--- src/rtl/mdio45_pkg.sv ---
// Shared types and constants for the MDIO clause 45 frame slave.
// Used by mdio45_step and mdio_clause45_frame_slave; depends on nothing else.
`timescale 1ns / 1ps
`default_nettype none

package mdio45_pkg;

   localparam int unsigned CsrDataWidth  = 6;
   localparam int unsigned CsrIndexWidth = 2;

   // Configuration register indexes.
   localparam logic [CsrIndexWidth-1:0] CSR_PORT_ADDRESS   = 2'd0;
   localparam logic [CsrIndexWidth-1:0] CSR_DEVICE_TYPE    = 2'd1;
   localparam logic [CsrIndexWidth-1:0] CSR_DEVICE_PRESENT = 2'd2;
   localparam logic [CsrIndexWidth-1:0] CSR_MIN_PREAMBLE   = 2'd3;

   localparam logic [5:0] MIN_PREAMBLE_RESET = 6'd16;
   localparam logic [5:0] PREAMBLE_MAX       = 6'd63;
   localparam logic [5:0] ADDR_FIELD_BITS    = 6'd5;
   localparam logic [5:0] DATA_FIELD_BITS    = 6'd16;
   localparam logic [5:0] SKIP_BITS          = 6'd18;

   // Frame opcodes.
   localparam logic [1:0] OPC_ADDRESS = 2'b00;
   localparam logic [1:0] OPC_WRITE   = 2'b01;
   localparam logic [1:0] OPC_READINC = 2'b10;
   localparam logic [1:0] OPC_READ    = 2'b11;

   typedef enum logic [3:0] {
      PH_IDLE  = 4'd0,
      PH_ST    = 4'd1,
      PH_OP1   = 4'd2,
      PH_OP2   = 4'd3,
      PH_TA1   = 4'd4,
      PH_TA2   = 4'd5,
      PH_PORT  = 4'd6,
      PH_TYPE  = 4'd7,
      PH_READ  = 4'd8,
      PH_WRITE = 4'd9,
      PH_SKIP  = 4'd10
   } phase_type;

   typedef enum logic [1:0] {
      PIN_OPEN = 2'd0,
      PIN_LOW  = 2'd1,
      PIN_HIGH = 2'd2
   } pin_type;

   typedef struct packed {
      logic        mdio_in;
      logic [15:0] read_data;
   } req_type;

   typedef struct packed {
      logic [1:0]  mdio_drive;
      logic        read_request;
      logic        read_increment;
      logic        address_strobe;
      logic        write_strobe;
      logic [15:0] frame_data;
      logic        frame_error;
   } rsp_type;

   typedef struct packed {
      logic [4:0] port_address;
      logic [4:0] device_type;
      logic       device_present;
      logic [5:0] min_preamble;
   } cfg_type;

   typedef struct packed {
      phase_type   phase;
      logic [5:0]  bit_counter;
      logic [1:0]  opcode;
      logic [4:0]  port_shift;
      logic [4:0]  type_shift;
      logic [15:0] data_shift;
      pin_type     pin_state;
   } frame_state_type;

endpackage

`default_nettype wire

--- src/rtl/mdio45_step.sv ---
// Frame walker for one sampled MDIO bit: next frame state and the result.
// Purely combinational; depends on mdio45_pkg.
`timescale 1ns / 1ps
`default_nettype none

module mdio45_step (
   input  mdio45_pkg::frame_state_type cur,
   input  mdio45_pkg::cfg_type         cfg,
   input  mdio45_pkg::req_type         req,
   output mdio45_pkg::frame_state_type nxt,
   output mdio45_pkg::rsp_type         rsp
);

   logic       wr_like;
   logic [5:0] cnt_inc;

   assign wr_like = (cur.opcode == mdio45_pkg::OPC_WRITE) ||
                    (cur.opcode == mdio45_pkg::OPC_ADDRESS);
   assign cnt_inc = cur.bit_counter + 6'd1;

   always_comb begin
      nxt = cur;
      rsp = '0;
      unique case (cur.phase)
         mdio45_pkg::PH_IDLE: begin
            if (!req.mdio_in) begin
               if (cur.bit_counter >= cfg.min_preamble) begin
                  nxt.phase = mdio45_pkg::PH_ST;
               end else begin
                  nxt.bit_counter = '0;
               end
            end else if (cur.bit_counter != mdio45_pkg::PREAMBLE_MAX) begin
               nxt.bit_counter = cnt_inc;
            end
         end
         mdio45_pkg::PH_ST: begin
            if (!req.mdio_in) begin
               nxt.phase = mdio45_pkg::PH_OP1;
            end else begin
               nxt.phase       = mdio45_pkg::PH_IDLE;
               nxt.bit_counter = '0;
            end
         end
         mdio45_pkg::PH_OP1: begin
            nxt.opcode = {req.mdio_in, 1'b0};
            nxt.phase  = mdio45_pkg::PH_OP2;
         end
         mdio45_pkg::PH_OP2: begin
            nxt.opcode      = {cur.opcode[1], req.mdio_in};
            nxt.port_shift  = '0;
            nxt.bit_counter = '0;
            nxt.phase       = mdio45_pkg::PH_PORT;
         end
         mdio45_pkg::PH_PORT: begin
            nxt.port_shift  = {cur.port_shift[3:0], req.mdio_in};
            nxt.bit_counter = cnt_inc;
            if (cnt_inc >= mdio45_pkg::ADDR_FIELD_BITS) begin
               nxt.bit_counter = '0;
               nxt.type_shift  = '0;
               nxt.phase       = mdio45_pkg::PH_TYPE;
            end
         end
         mdio45_pkg::PH_TYPE: begin
            nxt.type_shift  = {cur.type_shift[3:0], req.mdio_in};
            nxt.bit_counter = cnt_inc;
            if (cnt_inc >= mdio45_pkg::ADDR_FIELD_BITS) begin
               nxt.bit_counter = '0;
               if (cfg.device_present && (cur.port_shift == cfg.port_address) &&
                   ({cur.type_shift[3:0], req.mdio_in} == cfg.device_type)) begin
                  nxt.phase = mdio45_pkg::PH_TA1;
               end else begin
                  nxt.phase = mdio45_pkg::PH_SKIP;
               end
            end
         end
         mdio45_pkg::PH_TA1: begin
            if (wr_like) begin
               if (!req.mdio_in) begin
                  rsp.frame_error = 1'b1;
                  nxt.phase       = mdio45_pkg::PH_IDLE;
                  nxt.bit_counter = '0;
               end else begin
                  nxt.phase = mdio45_pkg::PH_TA2;
               end
            end else begin
               nxt.pin_state = mdio45_pkg::PIN_LOW;
               nxt.phase     = mdio45_pkg::PH_TA2;
            end
         end
         mdio45_pkg::PH_TA2: begin
            if (wr_like) begin
               if (req.mdio_in) begin
                  rsp.frame_error = 1'b1;
                  nxt.phase       = mdio45_pkg::PH_IDLE;
                  nxt.bit_counter = '0;
               end else begin
                  nxt.bit_counter = '0;
                  nxt.phase       = mdio45_pkg::PH_WRITE;
               end
            end else begin
               // Take the register value and drive its MSB on this same edge.
               rsp.read_request   = 1'b1;
               rsp.read_increment = (cur.opcode == mdio45_pkg::OPC_READINC);
               nxt.pin_state      = req.read_data[15] ? mdio45_pkg::PIN_HIGH
                                                      : mdio45_pkg::PIN_LOW;
               nxt.data_shift     = {req.read_data[14:0], 1'b0};
               nxt.bit_counter    = 6'd1;
               nxt.phase          = mdio45_pkg::PH_READ;
            end
         end
         mdio45_pkg::PH_READ: begin
            if (cur.bit_counter >= mdio45_pkg::DATA_FIELD_BITS) begin
               nxt.pin_state   = mdio45_pkg::PIN_OPEN;
               nxt.phase       = mdio45_pkg::PH_IDLE;
               nxt.bit_counter = '0;
            end else begin
               nxt.pin_state   = cur.data_shift[15] ? mdio45_pkg::PIN_HIGH
                                                    : mdio45_pkg::PIN_LOW;
               nxt.data_shift  = {cur.data_shift[14:0], 1'b0};
               nxt.bit_counter = cnt_inc;
            end
         end
         mdio45_pkg::PH_WRITE: begin
            nxt.data_shift  = {cur.data_shift[14:0], req.mdio_in};
            nxt.bit_counter = cnt_inc;
            if (cnt_inc >= mdio45_pkg::DATA_FIELD_BITS) begin
               if (cur.opcode == mdio45_pkg::OPC_ADDRESS) begin
                  rsp.address_strobe = 1'b1;
               end else begin
                  rsp.write_strobe = 1'b1;
               end
               rsp.frame_data  = {cur.data_shift[14:0], req.mdio_in};
               nxt.phase       = mdio45_pkg::PH_IDLE;
               nxt.bit_counter = '0;
            end
         end
         mdio45_pkg::PH_SKIP: begin
            nxt.bit_counter = cnt_inc;
            if (cnt_inc >= mdio45_pkg::SKIP_BITS) begin
               nxt.phase       = mdio45_pkg::PH_IDLE;
               nxt.bit_counter = '0;
            end
         end
         default: begin
            nxt.pin_state   = mdio45_pkg::PIN_OPEN;
            nxt.phase       = mdio45_pkg::PH_IDLE;
            nxt.bit_counter = '0;
         end
      endcase
      rsp.mdio_drive = nxt.pin_state;
   end

endmodule

`default_nettype wire

--- src/rtl/mdio_clause45_frame_slave.sv ---
// Top level of the MDIO clause 45 frame slave: frame state, configuration
// registers and the result register. Depends on mdio45_pkg and mdio45_step.
`timescale 1ns / 1ps
`default_nettype none

// Each request carries one MDIO level sampled at an MDC rising edge (and the
// register value for reads); each request yields exactly one response with
// the pin drive after that edge and the frame strobes. The block takes one
// request per clock: the whole frame step is a single level of logic from the
// frame state registers to the response register, so a response appears in the
// cycle after its request is accepted, and a new request is taken whenever the
// response register is empty or is being drained in the same cycle.
// Configuration is a plain write port; write it only while no frame is active.
module mdio_clause45_frame_slave (
   input  wire                                     clock,
   input  wire                                     reset,
   input  wire                                     req_valid,
   output logic                                    req_ready,
   input  mdio45_pkg::req_type                     req_data,
   output logic                                    rsp_valid,
   input  wire                                     rsp_ready,
   output mdio45_pkg::rsp_type                     rsp_data,
   input  wire                                     csr_wr_en,
   input  wire  [mdio45_pkg::CsrIndexWidth-1:0]    csr_index,
   input  wire  [mdio45_pkg::CsrDataWidth-1:0]     csr_wdata
);

   mdio45_pkg::frame_state_type state_ff, state_in;
   mdio45_pkg::cfg_type         cfg_ff;
   mdio45_pkg::rsp_type         rsp_ff, rsp_in;
   logic                        rsp_valid_ff;
   logic                        req_fire;

   assign req_ready = !rsp_valid_ff || rsp_ready;
   assign req_fire  = req_valid && req_ready;
   assign rsp_valid = rsp_valid_ff;
   assign rsp_data  = rsp_ff;

   mdio45_step u_step (
      .cur (state_ff),
      .cfg (cfg_ff),
      .req (req_data),
      .nxt (state_in),
      .rsp (rsp_in)
   );

   always_ff @(posedge clock) begin
      if (reset) begin
         state_ff <= '{phase:      mdio45_pkg::PH_IDLE,
                       pin_state:  mdio45_pkg::PIN_OPEN,
                       default:    '0};
      end else if (req_fire) begin
         state_ff <= state_in;
      end
   end

   always_ff @(posedge clock) begin
      if (reset) begin
         cfg_ff.port_address   <= '0;
         cfg_ff.device_type    <= '0;
         cfg_ff.device_present <= 1'b0;
         cfg_ff.min_preamble   <= mdio45_pkg::MIN_PREAMBLE_RESET;
      end else if (csr_wr_en) begin
         unique case (csr_index)
            mdio45_pkg::CSR_PORT_ADDRESS:   cfg_ff.port_address   <= csr_wdata[4:0];
            mdio45_pkg::CSR_DEVICE_TYPE:    cfg_ff.device_type    <= csr_wdata[4:0];
            mdio45_pkg::CSR_DEVICE_PRESENT: cfg_ff.device_present <= csr_wdata[0];
            mdio45_pkg::CSR_MIN_PREAMBLE:   cfg_ff.min_preamble   <= csr_wdata[5:0];
            default: begin
            end
         endcase
      end
   end

   always_ff @(posedge clock) begin
      if (reset) begin
         rsp_valid_ff <= 1'b0;
      end else if (req_fire) begin
         rsp_valid_ff <= 1'b1;
      end else if (rsp_ready) begin
         rsp_valid_ff <= 1'b0;
      end
   end

   always_ff @(posedge clock) begin
      if (req_fire) begin
         rsp_ff <= rsp_in;
      end
   end

`ifndef SYNTHESIS
   // A read request always comes with the first data bit on the pin.
   assert property (@(posedge clock) disable iff (reset)
      rsp_valid_ff && rsp_ff.read_request |-> rsp_ff.mdio_drive != mdio45_pkg::PIN_OPEN)
      else $error("read request without an active pin drive");

   // Only one kind of frame event is reported per response.
   assert property (@(posedge clock) disable iff (reset)
      rsp_valid_ff |-> $onehot0({rsp_ff.read_request, rsp_ff.address_strobe,
                                 rsp_ff.write_strobe, rsp_ff.frame_error}))
      else $error("more than one frame event in one response");

   // Frame data is zero unless a write or address frame completes.
   assert property (@(posedge clock) disable iff (reset)
      rsp_valid_ff && !rsp_ff.address_strobe && !rsp_ff.write_strobe
      |-> rsp_ff.frame_data == '0)
      else $error("frame data without a strobe");

   // While shifting read data the bit count stays within the data field.
   assert property (@(posedge clock) disable iff (reset)
      state_ff.phase == mdio45_pkg::PH_READ
      |-> state_ff.bit_counter != '0 &&
          state_ff.bit_counter <= mdio45_pkg::DATA_FIELD_BITS)
      else $error("read bit count out of range");
`endif

endmodule

`default_nettype wire
--- config.mk ---
export PLATFORM = sky130hd
export DESIGN_NAME = mdio_clause45_frame_slave
export DESIGN_NICKNAME = d
export VERILOG_FILES = /design/src/rtl/mdio45_pkg.sv /design/src/rtl/mdio45_step.sv /design/src/rtl/mdio_clause45_frame_slave.sv
export SDC_FILE = /design/constraint.sdc
export NUM_CORES = 1
export LEC_CHECK = 0
export BUFFER_PORTS_ARGS = -buffer_cell sky130_fd_sc_hd__clkbuf_2
export CORE_UTILIZATION = 64
export CTS_BUF_LIST = sky130_fd_sc_hd__clkbuf_8
export DETAILED_ROUTE_END_ITERATION = 8
export PLACE_DENSITY = 0.87
export SLEW_MARGIN = 20
export SYNTH_ARGS = -nofsm -noshare
export SYNTH_HDL_FRONTEND = slang
export SYNTH_SLANG_ARGS = --single-unit
--- constraint.sdc ---
create_clock -name clock -period 4.6 [get_ports clock]
set_input_delay 0.23 -clock clock [delete_from_list [all_inputs] [get_ports clock]]
set_output_delay 0.23 -clock clock [all_outputs]
set_load 0.01 [all_outputs]
==> flow_metrics.env <==
export IMPL_outcome="finished, final reports clean"
export IMPL_ios=55
export IMPL_grt_usage=0.283
export IMPL_syn_area_per_cell_um2=9.20
export IMPL_drive_gt1_frac=0.185
export IMPL_critPathCaptureType="register"
export IMPL_antennaDiodeCount=0
export IMPL_powerDensity_nw_per_um2=293
export IMPL_start_util=0.660
export IMPL_dpl_cell_area_um2=4370
export IMPL_grt_max_degree=59
export IMPL_clock_sinks=80
export IMPL_skew_ps=12.5
export IMPL_syn_inst=453
export IMPL_nets=530
export IMPL_num_rows=29
export IMPL_grt_pass1_wl_um=14600
export IMPL_place_congestion=0.861
export IMPL_cts_root_buf="clkbuf_8"
export IMPL_synth_top_cell_by_area="dfxtp_1"
export IMPL_min_path_type="in -> reg"
export IMPL_fin_crit_ps=2640
export IMPL_synth_edf_count=23
export IMPL_path_max_fanout=27
export IMPL_tightest_slew_ps=1060
export IMPL_p_leak_nw=1.69
export IMPL_synthFlopType="dfxtp_1"
export IMPL_holdPathStages=3
export IMPL_critPathLaunchType="register"
export IMPL_coreArea_um2=6310
export IMPL_synthTopCellsByArea="dfxtp_1 27%, edfxtp_1 17%, nor2_1 5.9%"
export IMPL_synth_nets=491
export IMPL_antenna_found_initial=0
export IMPL_drc=0
export IMPL_required_ps=4810
export IMPL_r2r_start="rsp_valid$_SDFFE_PP0P_"
export IMPL_fin_area_um2=4550
export IMPL_period_share=0.574
export IMPL_cts_buffers=9
export IMPL_final_setup_viol_count=0
export IMPL_cts_tree="done"
export IMPL_syn_cell_area_um2=4170
export IMPL_yosysWarnings=0
export IMPL_min_from="req_valid"
export IMPL_drt_total_wl_um=9260
export IMPL_finalHoldViolations=0
export IMPL_fmax_mhz=379
export IMPL_area_delta_synth_final_pct=9.24
export IMPL_async_flop_share=0
export IMPL_post_cts_resized=0
export IMPL_drt_iter0_markers=485
export IMPL_post_cts_buffers=0
export IMPL_fp_dieH_um=82.7
export IMPL_whs_endpoint="rsp_valid$_SDFFE_PP0P_"
export IMPL_drv_cap=0
export IMPL_drv_slew=0
export IMPL_synth_seq_cells=80
export IMPL_crit_slowest_cell="inv_1"
export IMPL_reg2reg_setup_slack_ps=1960
export IMPL_port_buffers=54
export IMPL_firstDrtPassIters=5
export IMPL_reg2regPathDepth=6
export IMPL_cts_htree_levels=3
export IMPL_ir_drop_v=0.000239
export IMPL_synth_seq_area_share=0.439
export IMPL_path_cells="or2b_2 > nand2_1 > inv_1 > nand3_1 > a22oi_1 > nor2_1"
export IMPL_antenna_left=0
export IMPL_overflow=0
export IMPL_cts_buffer_depth=2
export IMPL_first_global_vias=3178
export IMPL_dieArea_um2=6840
export IMPL_avgRoutedWirePerCell_um=16.1
export IMPL_slew_headroom=0.292
export IMPL_total_power_mw=1.33
export IMPL_yosys_area_top_type_share=0.274
export IMPL_r2r_end="state_ff[25]$_SDFFE_PP0P_"
export IMPL_rsz0062_at_grt="no"
export IMPL_ys_top_cells_by_count="66 x nor2_1, 57 x dfxtp_1, 33 x nand2_1"
export IMPL_cp_slowest_stage_delay_ps=910
export IMPL_cp_arrival_ps=2850
export IMPL_vias_per_cell=6.24
export IMPL_dp_hpwl_um=6410
export IMPL_crit_type="reg -> reg"
export IMPL_die_x_um=82.7
export IMPL_clkLatencyLatePin_ps=360
export IMPL_ctsHoldBuffers=0
export IMPL_synth_most_common_cell="nor2_1"
export IMPL_vias=3583
export IMPL_clk_pin_slew_worst_paths_ps=90
export IMPL_ys_types=65
export IMPL_finalSetupTns_ps=0
==> placed cells by master (no fill, tap or decap), types with 4 or more instances in the layout <==
| cell type | instances |
|---|---|
| a211oi_1 | 4 |
| a21oi_1 | 17 |
| a22oi_1 | 11 |
| a311oi_1 | 18 |
| a31oi_1 | 4 |
| and2_1 | 15 |
| clkbuf_2 | 53 |
| clkbuf_8 | 9 |
| dfxtp_1 | 57 |
| edfxtp_1 | 23 |
| ha_1 | 8 |
| inv_1 | 17 |
| mux2i_1 | 16 |
| nand2_1 | 33 |
| nand2b_1 | 10 |
| nand3_1 | 28 |
| nor2_1 | 66 |
| nor2b_1 | 4 |
| nor3_1 | 7 |
| o21ai_0 | 8 |
| o31ai_1 | 5 |
| xnor2_1 | 10 |
==> metal layers <==
metal | GRT usage | wire, µm | up-vias
li1 | - | - | 1718
met1 | 0.378 | 4120 | 1696
met2 | 0.447 | 4400 | 140
met3 | 0.0451 | 507 | 29
met4 | 0.128 | 237 | 0
met5 | 0 | 0 | -
==> critical path, delay by kind of cell (launching register included) <==
family,cells,cell delay (ps)
AO/OA/AOI/OAI,1,290
buffers and inverters,1,910
flip-flops,1,310
AND/OR/NAND/NOR,4,980
==> area by class of cell <==
| class | count | area (µm²) |
|---|---|---|
| inverter | 18 | 67.6 |
| clock inverter | 7 | 56.3 |
| clock buffer | 9 | 124 |
| fill | 487 | 1760 |
| timing repair buffer | 56 | 285 |
| sequential | 80 | 1830 |
| tap | 77 | 96.3 |
| multi-input combinational | 327 | 2090 |
==> power breakdown <==
part           internal, mW  leakage, nW  switching (mW)
registers             0.741        0.694         0.00955
clock network         0.201       0.0854           0.280
logic                0.0386        0.908          0.0635
total                 0.981         1.69           0.353
==> cells by family after synthesis <==
group	synth area share
flip-flops	0.439
AO/OA/AOI/OAI	0.175
AND/OR/NAND/NOR	0.231
adder cells (fa/ha/maj)	0.0240
buffers and inverters	0.0612
multiplexers	0.0438
XOR/XNOR	0.0252
==> sequential cells by signal, indices dropped and copies added (netlist names) <==
register   flops
state_ff      39
cfg_ff        17
rsp_valid      1
rsp_data      23
==> worst max-delay path by stage <==
stage	startpoint	to	slack (ps)
after floorplan	state_ff[30]$_SDFFE_PP0P_	state_ff[38]$_SDFFE_PP0P_	2340
after global placement	state_ff[39]$_SDFFE_PP0P_	state_ff[2]$_SDFFE_PP0P_	1960
after detailed placement	state_ff[39]$_SDFFE_PP0P_	state_ff[12]$_SDFFE_PP0P_	1830
after CTS	state_ff[39]$_SDFFE_PP0P_	state_ff[12]$_SDFFE_PP0P_	1760
after global routing	rsp_valid$_SDFFE_PP0P_	state_ff[25]$_SDFFE_PP0P_	1680
final	rsp_valid$_SDFFE_PP0P_	state_ff[25]$_SDFFE_PP0P_	1960
==> stage by stage <==
| step | hold slack (ps) | setup WS (ps) | util | instances |
|---|---|---|---|---|
| final | 103 | 1960 | 0.721 | 574 |
| after floorplan | 359 | 2340 | - | 453 |
| after detailed placement | 449 | 1830 | 0.692 | 558 |
| after CTS | 100 | 1760 | 0.720 | 574 |
| after global placement | 446 | 1960 | 0.692 | 558 |
| after global routing | 134 | 1680 | 0.721 | 574 |
No activity file was read; power rests on OpenSTA's default activity.
